$ cat src/rtl/tvsg_pkg.sv
// Shared constants and types for the three-voice sound generator.
package tvsg_pkg;

  // Input command codes
  localparam logic CMD_WRITE = 1'b0;
  localparam logic CMD_TICK  = 1'b1;

  // Register map
  localparam logic [3:0] REG_TONE_C_HI  = 4'd5;
  localparam logic [3:0] REG_NOISE_PER  = 4'd6;
  localparam logic [3:0] REG_MIXER      = 4'd7;
  localparam logic [3:0] REG_AMP_A      = 4'd8;
  localparam logic [3:0] REG_ENV_PER_LO = 4'd11;
  localparam logic [3:0] REG_ENV_PER_HI = 4'd12;
  localparam logic [3:0] REG_ENV_SHAPE  = 4'd13;
  localparam int         REG_COUNT      = 14;
  localparam int         NUM_VOICES     = 3;

  // Envelope shapes after folding shapes 0..7 onto their single-shot forms
  localparam logic [3:0] ENV_SHP_SAW_DOWN  = 4'd8;
  localparam logic [3:0] ENV_SHP_DOWN_ONCE = 4'd9;
  localparam logic [3:0] ENV_SHP_TRI_DOWN  = 4'd10;
  localparam logic [3:0] ENV_SHP_DOWN_HIGH = 4'd11;
  localparam logic [3:0] ENV_SHP_SAW_UP    = 4'd12;
  localparam logic [3:0] ENV_SHP_UP_HOLD   = 4'd13;
  localparam logic [3:0] ENV_SHP_TRI_UP    = 4'd14;
  localparam logic [3:0] ENV_SHP_UP_ONCE   = 4'd15;

  localparam logic [3:0] ENV_LEVEL_MAX = 4'd15;

  typedef logic [7:0]  reg_byte_t;
  typedef logic [11:0] tone_period_t;
  typedef logic [4:0]  noise_period_t;
  typedef logic [15:0] env_period_t;
  typedef logic [3:0]  env_level_t;

  // Per-voice control from the front end
  typedef struct packed {
    logic tick;
    logic clear;
  } tone_ctl_t;

endpackage

$ cat src/rtl/tvsg_tone.sv
// One square-wave tone divider with its output level.
module tvsg_tone
  import tvsg_pkg::*;
(
  input  logic         clk,
  input  logic         rst_n,
  input  tone_ctl_t    ctl,
  input  tone_period_t period,
  output logic         level_nxt
);

  tone_period_t cnt_r, cnt_nxt, cnt_inc;
  logic         level_r;

  assign cnt_inc = cnt_r + tone_period_t'(2);

  // Advance the counter by two per tick and toggle at the period
  always_comb begin
    cnt_nxt   = cnt_r;
    level_nxt = level_r;
    if (ctl.clear) begin
      cnt_nxt = '0;
    end else if (ctl.tick) begin
      if (period != '0) begin
        if (cnt_inc == period) begin
          cnt_nxt   = '0;
          level_nxt = ~level_r;
        end else begin
          cnt_nxt = cnt_inc;
        end
      end else begin
        level_nxt = 1'b0;
      end
    end
  end

  always_ff @(posedge clk) begin
    if (!rst_n) begin
      cnt_r   <= '0;
      level_r <= 1'b0;
    end else begin
      cnt_r   <= cnt_nxt;
      level_r <= level_nxt;
    end
  end

endmodule

$ cat src/rtl/tvsg_noise.sv
// Noise divider clocking a 16-bit Fibonacci LFSR.
module tvsg_noise
  import tvsg_pkg::*;
(
  input  logic          clk,
  input  logic          rst_n,
  input  logic          tick,
  input  noise_period_t period,
  output logic          bit_nxt
);

  noise_period_t cnt_r, cnt_nxt, cnt_inc;
  logic [15:0]   lfsr_r, lfsr_nxt;
  logic          bit_r;
  logic          fb;

  assign cnt_inc = cnt_r + noise_period_t'(1);
  assign fb      = lfsr_r[10] ^ lfsr_r[12] ^ lfsr_r[13] ^ lfsr_r[15];

  // Step the LFSR each time the divider reaches the period
  always_comb begin
    cnt_nxt  = cnt_r;
    lfsr_nxt = lfsr_r;
    bit_nxt  = bit_r;
    if (tick && period != '0) begin
      if (cnt_inc == period) begin
        cnt_nxt  = '0;
        lfsr_nxt = {lfsr_r[14:0], fb};
        bit_nxt  = fb;
      end else begin
        cnt_nxt = cnt_inc;
      end
    end
  end

  always_ff @(posedge clk) begin
    if (!rst_n) begin
      cnt_r  <= '0;
      lfsr_r <= 16'h0001;
      bit_r  <= 1'b0;
    end else begin
      cnt_r  <= cnt_nxt;
      lfsr_r <= lfsr_nxt;
      bit_r  <= bit_nxt;
    end
  end

endmodule

$ cat src/rtl/tvsg_env.sv
// Envelope generator: prescaler, period divider and shape sequencer.
module tvsg_env
  import tvsg_pkg::*;
(
  input  logic        clk,
  input  logic        rst_n,
  input  logic        tick,
  input  logic        restart,
  input  logic [3:0]  shape,
  input  env_period_t period,
  output env_level_t  level_nxt
);

  typedef enum logic [2:0] {
    ENV_IDLE = 3'b001,
    ENV_FALL = 3'b010,
    ENV_RISE = 3'b100
  } env_phase_t;

  env_phase_t  phase_r, phase_nxt;
  env_level_t  level_r;
  logic [3:0]  pre_r, pre_nxt;
  env_period_t cnt_r, cnt_nxt, cnt_inc;
  logic [3:0]  shp;
  logic        step;
  logic        lvl_zero, lvl_max;

  // Fold shapes 0..7 onto the single-shot fall and rise
  assign shp = shape[3] ? shape : (shape[2] ? ENV_SHP_UP_ONCE : ENV_SHP_DOWN_ONCE);

  assign cnt_inc  = cnt_r + env_period_t'(1);
  assign lvl_zero = (level_r == '0);
  assign lvl_max  = (level_r == ENV_LEVEL_MAX);

  // Divider: count only when the prescaler is at zero
  always_comb begin
    cnt_nxt = cnt_r;
    pre_nxt = pre_r;
    step    = 1'b0;
    if (restart) begin
      cnt_nxt = '0;
      pre_nxt = '0;
    end else if (tick) begin
      pre_nxt = pre_r + 4'd1;
      if (pre_r == '0 && period != '0) begin
        if (cnt_inc == period) begin
          cnt_nxt = '0;
          step    = 1'b1;
        end else begin
          cnt_nxt = cnt_inc;
        end
      end
    end
  end

  // Shape sequencer
  always_comb begin
    level_nxt = level_r;
    phase_nxt = phase_r;
    if (restart) begin
      if (shp == ENV_SHP_TRI_UP) begin
        level_nxt = ENV_LEVEL_MAX;
        phase_nxt = ENV_RISE;
      end else if (shp == ENV_SHP_DOWN_ONCE || shp == ENV_SHP_SAW_DOWN ||
                   shp == ENV_SHP_TRI_DOWN || shp == ENV_SHP_DOWN_HIGH) begin
        level_nxt = ENV_LEVEL_MAX;
        phase_nxt = ENV_FALL;
      end else begin
        level_nxt = '0;
        phase_nxt = ENV_FALL;
      end
    end else if (step && phase_r != ENV_IDLE) begin
      case (shp)
        ENV_SHP_DOWN_ONCE: begin
          if (!lvl_zero) level_nxt = level_r - 4'd1;
          else phase_nxt = ENV_IDLE;
        end
        ENV_SHP_UP_ONCE: begin
          if (!lvl_max) level_nxt = level_r + 4'd1;
          else begin
            level_nxt = '0;
            phase_nxt = ENV_IDLE;
          end
        end
        ENV_SHP_SAW_DOWN: level_nxt = level_r - 4'd1;
        ENV_SHP_SAW_UP:   level_nxt = level_r + 4'd1;
        ENV_SHP_DOWN_HIGH: begin
          if (!lvl_zero) level_nxt = level_r - 4'd1;
          else begin
            level_nxt = ENV_LEVEL_MAX;
            phase_nxt = ENV_IDLE;
          end
        end
        ENV_SHP_TRI_DOWN, ENV_SHP_TRI_UP: begin
          if (phase_r == ENV_FALL) begin
            if (!lvl_zero) level_nxt = level_r - 4'd1;
            else phase_nxt = ENV_RISE;
          end else begin
            if (!lvl_max) level_nxt = level_r + 4'd1;
            else phase_nxt = ENV_FALL;
          end
        end
        ENV_SHP_UP_HOLD: begin
          if (!lvl_max) level_nxt = level_r + 4'd1;
          else phase_nxt = ENV_IDLE;
        end
        default: begin
          level_nxt = level_r;
        end
      endcase
    end
  end

  always_ff @(posedge clk) begin
    if (!rst_n) begin
      phase_r <= ENV_IDLE;
      level_r <= '0;
      pre_r   <= '0;
      cnt_r   <= '0;
    end else begin
      phase_r <= phase_nxt;
      level_r <= level_nxt;
      pre_r   <= pre_nxt;
      cnt_r   <= cnt_nxt;
    end
  end

endmodule

$ cat src/rtl/three_voice_sound_generator.sv
// Top level: input register, register file, generators, mixer and output register.
//
//   channel  ports                                        direction
//   in       in_valid/in_ready, in_command, in_reg_index,  in
//            in_write_data
//   out      out_valid/out_ready, out_sample               out
//
// Each word waits in the input register until it advances; as it does, its state
// update is registered and, for a tick, the mixed sample loads the output register.
// One word per cycle is sustained while the output is taken; a register write
// yields no output word. A tick waits in the input register only while the
// output register holds an untaken sample; writes pass regardless. Synchronous
// active-low reset loads the valid flags, register file and generator state.
module three_voice_sound_generator
  import tvsg_pkg::*;
(
  input  logic       clk,
  input  logic       rst_n,
  input  logic       in_valid,
  output logic       in_ready,
  input  logic       in_command,
  input  logic [3:0] in_reg_index,
  input  logic [7:0] in_write_data,
  output logic       out_valid,
  input  logic       out_ready,
  output logic [8:0] out_sample
);

  logic       in_valid_r;
  logic       cmd_r;
  logic [3:0] idx_r;
  reg_byte_t  data_r;
  logic       out_valid_r, out_valid_nxt;
  logic [8:0] sample_r;

  reg_byte_t  regs_r [REG_COUNT];

  logic       advance, tick, wr;
  logic [NUM_VOICES-1:0] tone_lvl;
  logic       noise_bit;
  env_level_t env_lvl;
  logic [7:0] voice_val [NUM_VOICES];
  logic [9:0] total;

  // Process the held word unless a tick would overwrite an untaken sample
  assign advance  = in_valid_r && (cmd_r == CMD_WRITE || !out_valid_r || out_ready);
  assign in_ready = !in_valid_r || advance;
  assign tick     = advance && cmd_r == CMD_TICK;
  assign wr       = advance && cmd_r == CMD_WRITE && idx_r < 4'(REG_COUNT);

  // Input register
  always_ff @(posedge clk) begin
    if (!rst_n) begin
      in_valid_r <= 1'b0;
    end else if (in_ready) begin
      in_valid_r <= in_valid;
    end
  end

  always_ff @(posedge clk) begin
    if (in_ready) begin
      cmd_r  <= in_command;
      idx_r  <= in_reg_index;
      data_r <= in_write_data;
    end
  end

  // Register file
  always_ff @(posedge clk) begin
    if (!rst_n) begin
      for (int i = 0; i < REG_COUNT; i++) regs_r[i] <= '0;
    end else if (wr) begin
      regs_r[idx_r] <= data_r;
    end
  end

  // Tone voices
  for (genvar v = 0; v < NUM_VOICES; v++) begin : g_voice
    tone_ctl_t    ctl;
    tone_period_t per;
    reg_byte_t    amp_reg;
    logic         tone_off, noise_off;
    env_level_t   amp;
    logic [7:0]   part_t, part_n;

    assign ctl.tick  = tick;
    assign ctl.clear = wr && idx_r <= REG_TONE_C_HI && idx_r[3:1] == 3'(v);
    assign per       = {regs_r[2*v+1][3:0], regs_r[2*v][7:1], 1'b0};

    tvsg_tone u_tone (
      .clk       (clk),
      .rst_n     (rst_n),
      .ctl       (ctl),
      .period    (per),
      .level_nxt (tone_lvl[v])
    );

    // Mix this voice from the updated levels
    assign amp_reg   = regs_r[REG_AMP_A + 4'(v)];
    assign tone_off  = regs_r[REG_MIXER][v];
    assign noise_off = regs_r[REG_MIXER][v+3];
    assign amp       = amp_reg[4] ? env_lvl : amp_reg[3:0];
    assign part_t    = (!tone_off && tone_lvl[v]) ? {1'b0, amp, 3'b000} : 8'd0;
    assign part_n    = (!noise_off && noise_bit) ? {2'b00, amp, 2'b00} : 8'd0;
    assign voice_val[v] = (tone_off && noise_off) ?
                          ({1'b0, env_lvl, 3'b000} + {2'b00, env_lvl, 2'b00}) :
                          (part_t + part_n);
  end

  tvsg_noise u_noise (
    .clk     (clk),
    .rst_n   (rst_n),
    .tick    (tick),
    .period  (regs_r[REG_NOISE_PER][4:0]),
    .bit_nxt (noise_bit)
  );

  tvsg_env u_env (
    .clk       (clk),
    .rst_n     (rst_n),
    .tick      (tick),
    .restart   (wr && idx_r == REG_ENV_SHAPE),
    .shape     ((wr && idx_r == REG_ENV_SHAPE) ? data_r[3:0] : regs_r[REG_ENV_SHAPE][3:0]),
    .period    ({regs_r[REG_ENV_PER_HI], regs_r[REG_ENV_PER_LO]}),
    .level_nxt (env_lvl)
  );

  assign total = 10'(voice_val[0]) + 10'(voice_val[1]) + 10'(voice_val[2]);

  // Output register: load on a tick, drop once taken
  always_comb begin
    out_valid_nxt = out_valid_r;
    if (tick) out_valid_nxt = 1'b1;
    else if (out_ready) out_valid_nxt = 1'b0;
  end

  always_ff @(posedge clk) begin
    if (!rst_n) begin
      out_valid_r <= 1'b0;
    end else begin
      out_valid_r <= out_valid_nxt;
    end
  end

  always_ff @(posedge clk) begin
    if (tick) sample_r <= total[9:1];
  end

  assign out_valid  = out_valid_r;
  assign out_sample = sample_r;

endmodule
$ cat config.mk
export PLATFORM = sky130hd
export DESIGN_NAME = three_voice_sound_generator
export DESIGN_NICKNAME = d
export VERILOG_FILES = /design/src/rtl/tvsg_pkg.sv /design/src/rtl/tvsg_tone.sv /design/src/rtl/tvsg_noise.sv /design/src/rtl/tvsg_env.sv /design/src/rtl/three_voice_sound_generator.sv
export SDC_FILE = /design/constraint.sdc
export NUM_CORES = 1
export LEC_CHECK = 0
export BUFFER_PORTS_ARGS = -buffer_cell sky130_fd_sc_hd__buf_4
export CAP_MARGIN = 15
export CORE_AREA = 3 3 165 167
export CTS_CLUSTER_SIZE = 12
export DETAILED_ROUTE_END_ITERATION = 16
export DIE_AREA = 0 0 168 170
export SKIP_LAST_GASP = 1
export SLEW_MARGIN = 10
export SYNTH_ARGS = -nofsm -noshare
export SYNTH_HDL_FRONTEND = slang
export SYNTH_SLANG_ARGS = --single-unit
$ cat constraint.sdc
create_clock -name clk -period 9.03 [get_ports clk]
set_input_delay 0.903 -clock clk [delete_from_list [all_inputs] [get_ports clk]]
set_output_delay 0.903 -clock clk [all_outputs]
set_load 0.005 [all_outputs]
==> impl_metrics.env, run 1 <==
export IMPL_cp_required_ns=9.22
export IMPL_hold_viol=0
export IMPL_clk_pin_slew_worst_paths_ns=0.08
export IMPL_drive_gt1_share_pct=7.89
export IMPL_pin_count=28
export IMPL_final_area_um2=12700
export IMPL_wl_met3_mm=1.09
export IMPL_dieHeight_um=170
export IMPL_p_leak_nw=4.71
export IMPL_cts_root_buf="clkbuf_16"
export IMPL_yosys_warnings=0
export IMPL_pwr_density_cell_nw_per_um2=142
export IMPL_synth_area_leaders="edfxtp_1 26%, dfxtp_1 15%, and2_1 4.4%, xnor2_1 4.2%, a21oi_1 3.7%"
export IMPL_slew_headroom_pct=29.6
export IMPL_floorplan_initialDensity_pct=44.9
export IMPL_top_layer="met4"
export IMPL_met1Wirelength_mm=13.4
export IMPL_ant_nets=0
export IMPL_fin_tns_setup_ns=0
export IMPL_final_cell_mix="111 x nor2_1, 100 x edfxtp_1, 87 x dfxtp_1"
export IMPL_grt_pass1_vias=8781
export IMPL_grt_total_usage_pct=19.4
export IMPL_cts_tree="done"
export IMPL_globalRouteOverflowTotal=0
export IMPL_cp_end_kind="register"
export IMPL_antenna_found_initial=0
export IMPL_hold_path_class="reg -> reg"
export IMPL_yosys_register_bits=187
export IMPL_avgSynthCellArea_um2=9.14
export IMPL_fin_nets=1324
export IMPL_first_pass_iters=6
export IMPL_synth_nets=1330
export IMPL_critPathMaxStageDelay_ns=0.56
export IMPL_crit_arrival_ns=6.59
export IMPL_p_total_mw=1.80
export IMPL_post_cts_setup_buffers=0
export IMPL_die_width_um=168
export IMPL_crit_fanout=9
export IMPL_cts_buffers=17
export IMPL_cts_max_level=4
export IMPL_worstPathCellList="ha_1 -> and4_1 -> nand4_1 -> or4_4 -> a32oi_2 -> nand4_1 -> nor2_1 -> o31ai_1 -> o31ai_1 -> nor2b_1 -> ha_1 -> a21o_1 -> a21oi_1 -> inv_1 -> o311ai_0 -> a2bb2oi_1 -> fa_1 -> inv_1 -> ha_1 -> inv_1 -> o21bai_1 -> a21oi_1 -> xor2_1"
export IMPL_synth_distinct_cells=91
export IMPL_vdd_ir_drop_max_mv=0.140
export IMPL_holdBufCountCts=0
export IMPL_worstMarginPinSlew_ns=1.04
export IMPL_diodes=0
export IMPL_synth_edff_count=100
export IMPL_mostFrequentLayoutCell="nor2_1"
export IMPL_clock_fmax_mhz=156
export IMPL_ys_flop_type="edfxtp_1"
export IMPL_setup_violations_final=0
export IMPL_status="complete, no violations"
export IMPL_worstSkewPairLatency_ns=0.44
export IMPL_clock_sinks=187
export IMPL_ctsLongestPathBuffers=2
export IMPL_die_area_um2=28600
export IMPL_syn2layout_area_growth_pct=8.88
export IMPL_async_reset_ff_share_pct=0
export IMPL_core_um2=25900
export IMPL_post_drt_wl_per_cell_um=17.1
export IMPL_seqCellArea_um2=4740
export IMPL_viasPerCell=5.79
export IMPL_placed_area_um2=12100
export IMPL_wl_mm=27.6
export IMPL_drv_cap=0
export IMPL_multiInputGateArea_um2=6450
export IMPL_cts_repair_resized=0
export IMPL_hpwl_mm=19.9
export IMPL_synth_top_cell_area_share_pct=25.8
export IMPL_drc_errors=0
export IMPL_gp_congestion=0.914
export IMPL_grt_pass1_wl_mm=45.3
export IMPL_met2_length_mm=12.7
export IMPL_start_kind="register"
export IMPL_crit_type="reg -> reg"
export IMPL_period_needed_ns=6.40
export IMPL_yosysSeqAreaShare_pct=40.8
export IMPL_finalMaxSlewViolations=0
export IMPL_rsz0062_at_grt="false"
export IMPL_drtIter0Drc=786
export IMPL_rows=59
export IMPL_grt_max_degree=33
export IMPL_nFillCells=2423
export IMPL_fin_skew_ns=0.0156
export IMPL_syn_instance_count=1273
export IMPL_port_buffers=26
export IMPL_syn_cell_area_um2=11600
export IMPL_synth_top_area_cell="edfxtp_1"
export IMPL_critPathSlowestCell="or4_4"
export IMPL_fin_crit_sh_pct=70.9
export IMPL_routed_via_count=9356
-- path summary, 6_finish.rpt --
kind                     start                end  slack, ns  depth (start not counted)
max             u_env.cnt_r[0]      out_sample[7]       2.63                         23
min          u_noise.lfsr_r[0]  u_noise.lfsr_r[0]       0.48                          2
max reg2reg     u_env.cnt_r[0]      out_sample[7]       2.63                         23
min reg2reg  u_noise.lfsr_r[0]  u_noise.lfsr_r[0]       0.48                          2
-- cells in the mapped netlist (all sizes together), types with 5 or more instances --
master,instances
nor4,18
o211ai,7
or4,18
or2,7
buf,24
o21a,12
dfxtp,87
edfxtp,100
ha,29
or3b,12
o31ai,10
and3,20
a31o,6
nand2b,13
nand3,38
a311oi,5
nand3b,5
nand4,23
nor2b,13
nor3,26
or3,26
o21ai,78
and4,8
mux2i,32
nand2,83
nor2,112
nor3b,9
xor2,29
a31oi,17
a211oi,11
clkbuf,39
a21oi,86
and2,82
xnor2,56
inv,46
a21o,12
fa,11
-- where the power goes --
group / switching, mW / internal (mW) / leakage (nW)
Combinational: 0.0638 / 0.0389 / 2.69
Clock: 0.381 / 0.376 / 0.290
Sequential: 0.0264 / 0.913 / 1.73
-- layout make-up --
class                   instances  area share, %
clock buffers                  18           3.39
clock inverters                14           1.32
inverters                      46           1.36
multi-input cells             977           50.9
flip-flops and latches        187           37.4
well taps                     335           3.31
repair buffers                 38           2.25
-- logic make-up after synthesis --
kind of cell / count (synthesis) / share of synthesized area (%)
AND/OR/NAND/NOR: 522 / 24.6
AO/OA/AOI/OAI: 296 / 16.5
flip-flops: 187 / 40.8
buffers and inverters: 109 / 3.91
XOR/XNOR: 85 / 6.40
adder cells (fa/ha/maj): 40 / 5.01
multiplexers: 33 / 2.85
other: 1 / 0.0322
-- flip-flops by register name (all words and copies together), names as in the netlist --
signal	flops
cmd_r	1
u_env.cnt_r	16
regs_r	79
u_env.phase_r	3
u_noise.bit_r	1
g_voice.u_tone.level_r	3
in_valid_r	1
g_voice.u_tone.cnt_r	33
out_valid	1
u_noise.lfsr_r	16
idx_r	4
data_r	8
u_env.level_r	4
u_noise.cnt_r	5
out_sample	8
u_env.pre_r	4
-- metrics by stage --
stage               util [%]  hold WS (ns)  setup WS [ns]  std cells
floorplan                  -         0.444           3.67       1273
global placement        46.6         0.465           2.64       1582
detailed placement      46.6         0.465           2.47       1582
CTS                     48.9         0.487           2.66       1614
global route            48.9         0.505           2.06       1615
finish                  48.9         0.483           2.63       1615
-- metal layers --
layer | vias to the layer above | track usage [%]
met5 | - | 0
met4 | 0 | 5.23
met3 | 31 | 3.41
met2 | 205 | 31.7
met1 | 4497 | 26.7
li1 | 4623 | -
-- critical path: cells and delay by family, from the launching register on --
| family | cells | cell delay [ns] |
|---|---|---|
| XOR/XNOR | 1 | 0.08 |
| flip-flops | 1 | 0.48 |
| buffers and inverters | 3 | 0.24 |
| AO/OA/AOI/OAI | 9 | 1.83 |
| adder cells (fa/ha/maj) | 4 | 1.47 |
| AND/OR/NAND/NOR | 6 | 2.05 |
Note: power is estimated with default switching activity, not from simulation.
==> run 2, diff against run 1 <==
clock period = 5.25 ns   (was 9.03 ns; I/O delays follow)
==> run 2 against run 1 <==
Against the previous run: flip-flop and latch count did not move; design area rose by 7.8%; combinational power rose by 110%; non-clock buffer count rose by 99; critical path type unchanged; critical endpoint unchanged; largest power group unchanged.
==> impl_metrics.env, run 2 (same netlist as run 1, synthesis figures left out) <==
export IMPL_status="complete, no violations"
export IMPL_cts_max_level=4
export IMPL_cp_end_kind="register"
export IMPL_rrSetupSlack_ns=0.04
export IMPL_clock_sinks=187
export IMPL_r2r_start="u_env.cnt_r[0]"
export IMPL_mostFrequentLayoutCell="buf_4"
export IMPL_cts_tree="done"
export IMPL_drtIter0Drc=1097
export IMPL_fin_crit_sh_pct=99.3
export IMPL_worstSetupPathDepth=23
export IMPL_cp_required_ns=5.45
export IMPL_fin_nets=1423
export IMPL_cp_buffers_inverters=4
export IMPL_nFillCells=2355
export IMPL_regMostFlops="regs_r"
export IMPL_dieHeight_um=170
export IMPL_grt_pass1_wl_mm=48.3
export IMPL_wl_mm=29.8
export IMPL_worstPathCellList="buf_6 -> and4_4 -> and3_4 -> or4_4 -> a32oi_4 -> nand4_4 -> a31oi_1 -> a21boi_4 -> o21a_1 -> buf_4 -> nor2_2 -> ha_1 -> a21o_1 -> a21oi_1 -> xor2_1 -> mux2i_1 -> fa_1 -> inv_1 -> ha_1 -> inv_1 -> o21bai_1 -> a21oi_1 -> xor2_1"
export IMPL_port_buffers=26
export IMPL_crit_fanout=6
export IMPL_rsz0062_at_grt="true"
export IMPL_largest_reg_flops=79
export IMPL_hold_path_class="in -> reg"
export IMPL_drv_cap=0
export IMPL_crit_family="compound AO/OA/AOI/OAI gates"
export IMPL_pwr_density_cell_nw_per_um2=229
export IMPL_vdd_ir_drop_max_mv=0.223
export IMPL_first_pass_iters=5
export IMPL_fin_cells=1714
export IMPL_die_width_um=168
export IMPL_die_area_um2=28600
export IMPL_grt_total_usage_pct=20.7
export IMPL_slew_headroom_pct=23.9
export IMPL_reg2regPathDepth=23
export IMPL_dp_cells=1668
export IMPL_diodes=0
export IMPL_r2r_end="out_sample[7]"
export IMPL_setup_violations_final=0
export IMPL_viasPerCell=5.71
export IMPL_globalRouteOverflowTotal=0
export IMPL_drive_gt1_share_pct=18.1
export IMPL_syn2layout_area_growth_pct=17.3
export IMPL_critPathSlowestCell="or4_4"
export IMPL_final_cell_mix="133 x buf_4, 106 x nor2_1, 100 x edfxtp_1"
export IMPL_worstSkewPairLatency_ns=0.44
export IMPL_clock_fmax_mhz=192
export IMPL_critPathMaxStageDelay_ns=0.56
export IMPL_min_from="in_write_data[0]"
export IMPL_grt_pass1_vias=9070
export IMPL_final_area_um2=13700
export IMPL_rows=59
export IMPL_clk_pin_slew_worst_paths_ns=0.09
export IMPL_post_drt_wl_per_cell_um=17.4
export IMPL_placed_area_um2=12700
export IMPL_grt_max_degree=33
export IMPL_min_to="data_r[0]"
export IMPL_reg_top3="regs_r x79, g_voice.u_tone.cnt_r x33"
export IMPL_p_leak_nw=5.21
export IMPL_hold_viol=0
export IMPL_finalMaxSlewViolations=0
export IMPL_drc_errors=0
export IMPL_crit_arrival_ns=5.41
export IMPL_cts_root_buf="clkbuf_16"
export IMPL_cts_buffers=17
export IMPL_crit_type="reg -> reg"
export IMPL_gp_congestion=0.937
export IMPL_routed_via_count=9780
export IMPL_worstMarginPinSlew_ns=1.13
export IMPL_core_um2=25900
export IMPL_ctsLongestPathBuffers=2
export IMPL_antenna_found_initial=0
export IMPL_hpwl_mm=21.8
export IMPL_pin_count=28
export IMPL_floorplan_initialDensity_pct=44.9
export IMPL_ant_nets=0
export IMPL_start_kind="register"
export IMPL_hold_depth=1
export IMPL_period_needed_ns=5.21
export IMPL_fin_skew_ns=0.0177
## run 2: how the worst max path moves through the flow
stage	start	to	slack, ns
floorplan	u_env.cnt_r[1]	out_sample[7]	0.02
global placement	cmd_r	out_sample[7]	0.007
detailed placement	u_env.cnt_r[0]	out_sample[7]	-0.07
CTS	u_env.cnt_r[0]	out_sample[7]	0.007
global route	u_env.cnt_r[0]	out_sample[7]	-0.18
finish	u_env.cnt_r[0]	out_sample[7]	0.04
## run 2: worst register-to-register path, cell delays in order, from the launching register on
cell and delay [ns]:
dfxtp_2 0.35, buf_6 0.12, and4_4 0.17, and3_4 0.17, or4_4 0.56, a32oi_4 0.28, nand4_4 0.18, a31oi_1 0.22
a21boi_4 0.28, o21a_1 0.19, buf_4 0.13, nor2_2 0.04, ha_1 0.28, a21o_1 0.19, a21oi_1 0.19, xor2_1 0.18
mux2i_1 0.12, fa_1 0.55, inv_1 0.04, ha_1 0.28, inv_1 0.06, o21bai_1 0.14, a21oi_1 0.09, xor2_1 0.17
## run 2: where the power goes
group	internal, mW	switching [mW]
clock network	0.647	0.655
logic	0.0849	0.129
registers	1.57	0.0372
## run 2: area by class of cell
cell class / instances / area, um2 / share of cell area, %
repair buffers: 137 / 1040 / 7.60
well taps: 335 / 419 / 3.07
clock inverters: 14 / 175 / 1.28
inverters: 46 / 173 / 1.26
multi-input cells: 977 / 6670 / 48.9
flip-flops and latches: 187 / 4750 / 34.8
clock buffers: 18 / 429 / 3.14
## run 2: repair_timing
item,CTS,global route
hold endpoints to repair,0,0
gates cloned,0,0
resized for setup,4,53
setup endpoints to repair,2,6
hold buffers,0,0
buffers inserted,4,9
pin swaps,7,26
## run 2: per-stage QoR
stage / TNS [ns] / hold slack [ns] / utilization [%] / worst slack, ns / power (mW)
after CTS: 0 / 0.241 / 51.7 / 0.00667 / 3.15
after detailed placement: -0.0721 / 0.471 / 49.1 / -0.0721 / 1.84
after global routing: -0.420 / 0.241 / 52.7 / -0.179 / 3.24
after global placement: 0 / 0.464 / 49.1 / 0.00657 / 1.84
final: 0 / 0.260 / 52.7 / 0.0356 / 3.12
after floorplan: 0 / 0.444 / - / 0.0182 / 1.76
## run 2: routing by layer
layer  global-route usage [%]  wire length, um  vias to the layer above
li1                         -                -                     4844
met1                     29.8            14300                     4644
met2                     32.8            13500                      253
met3                     3.18             1520                       39
met4                     5.66              518                        0
met5                        0                0                        -
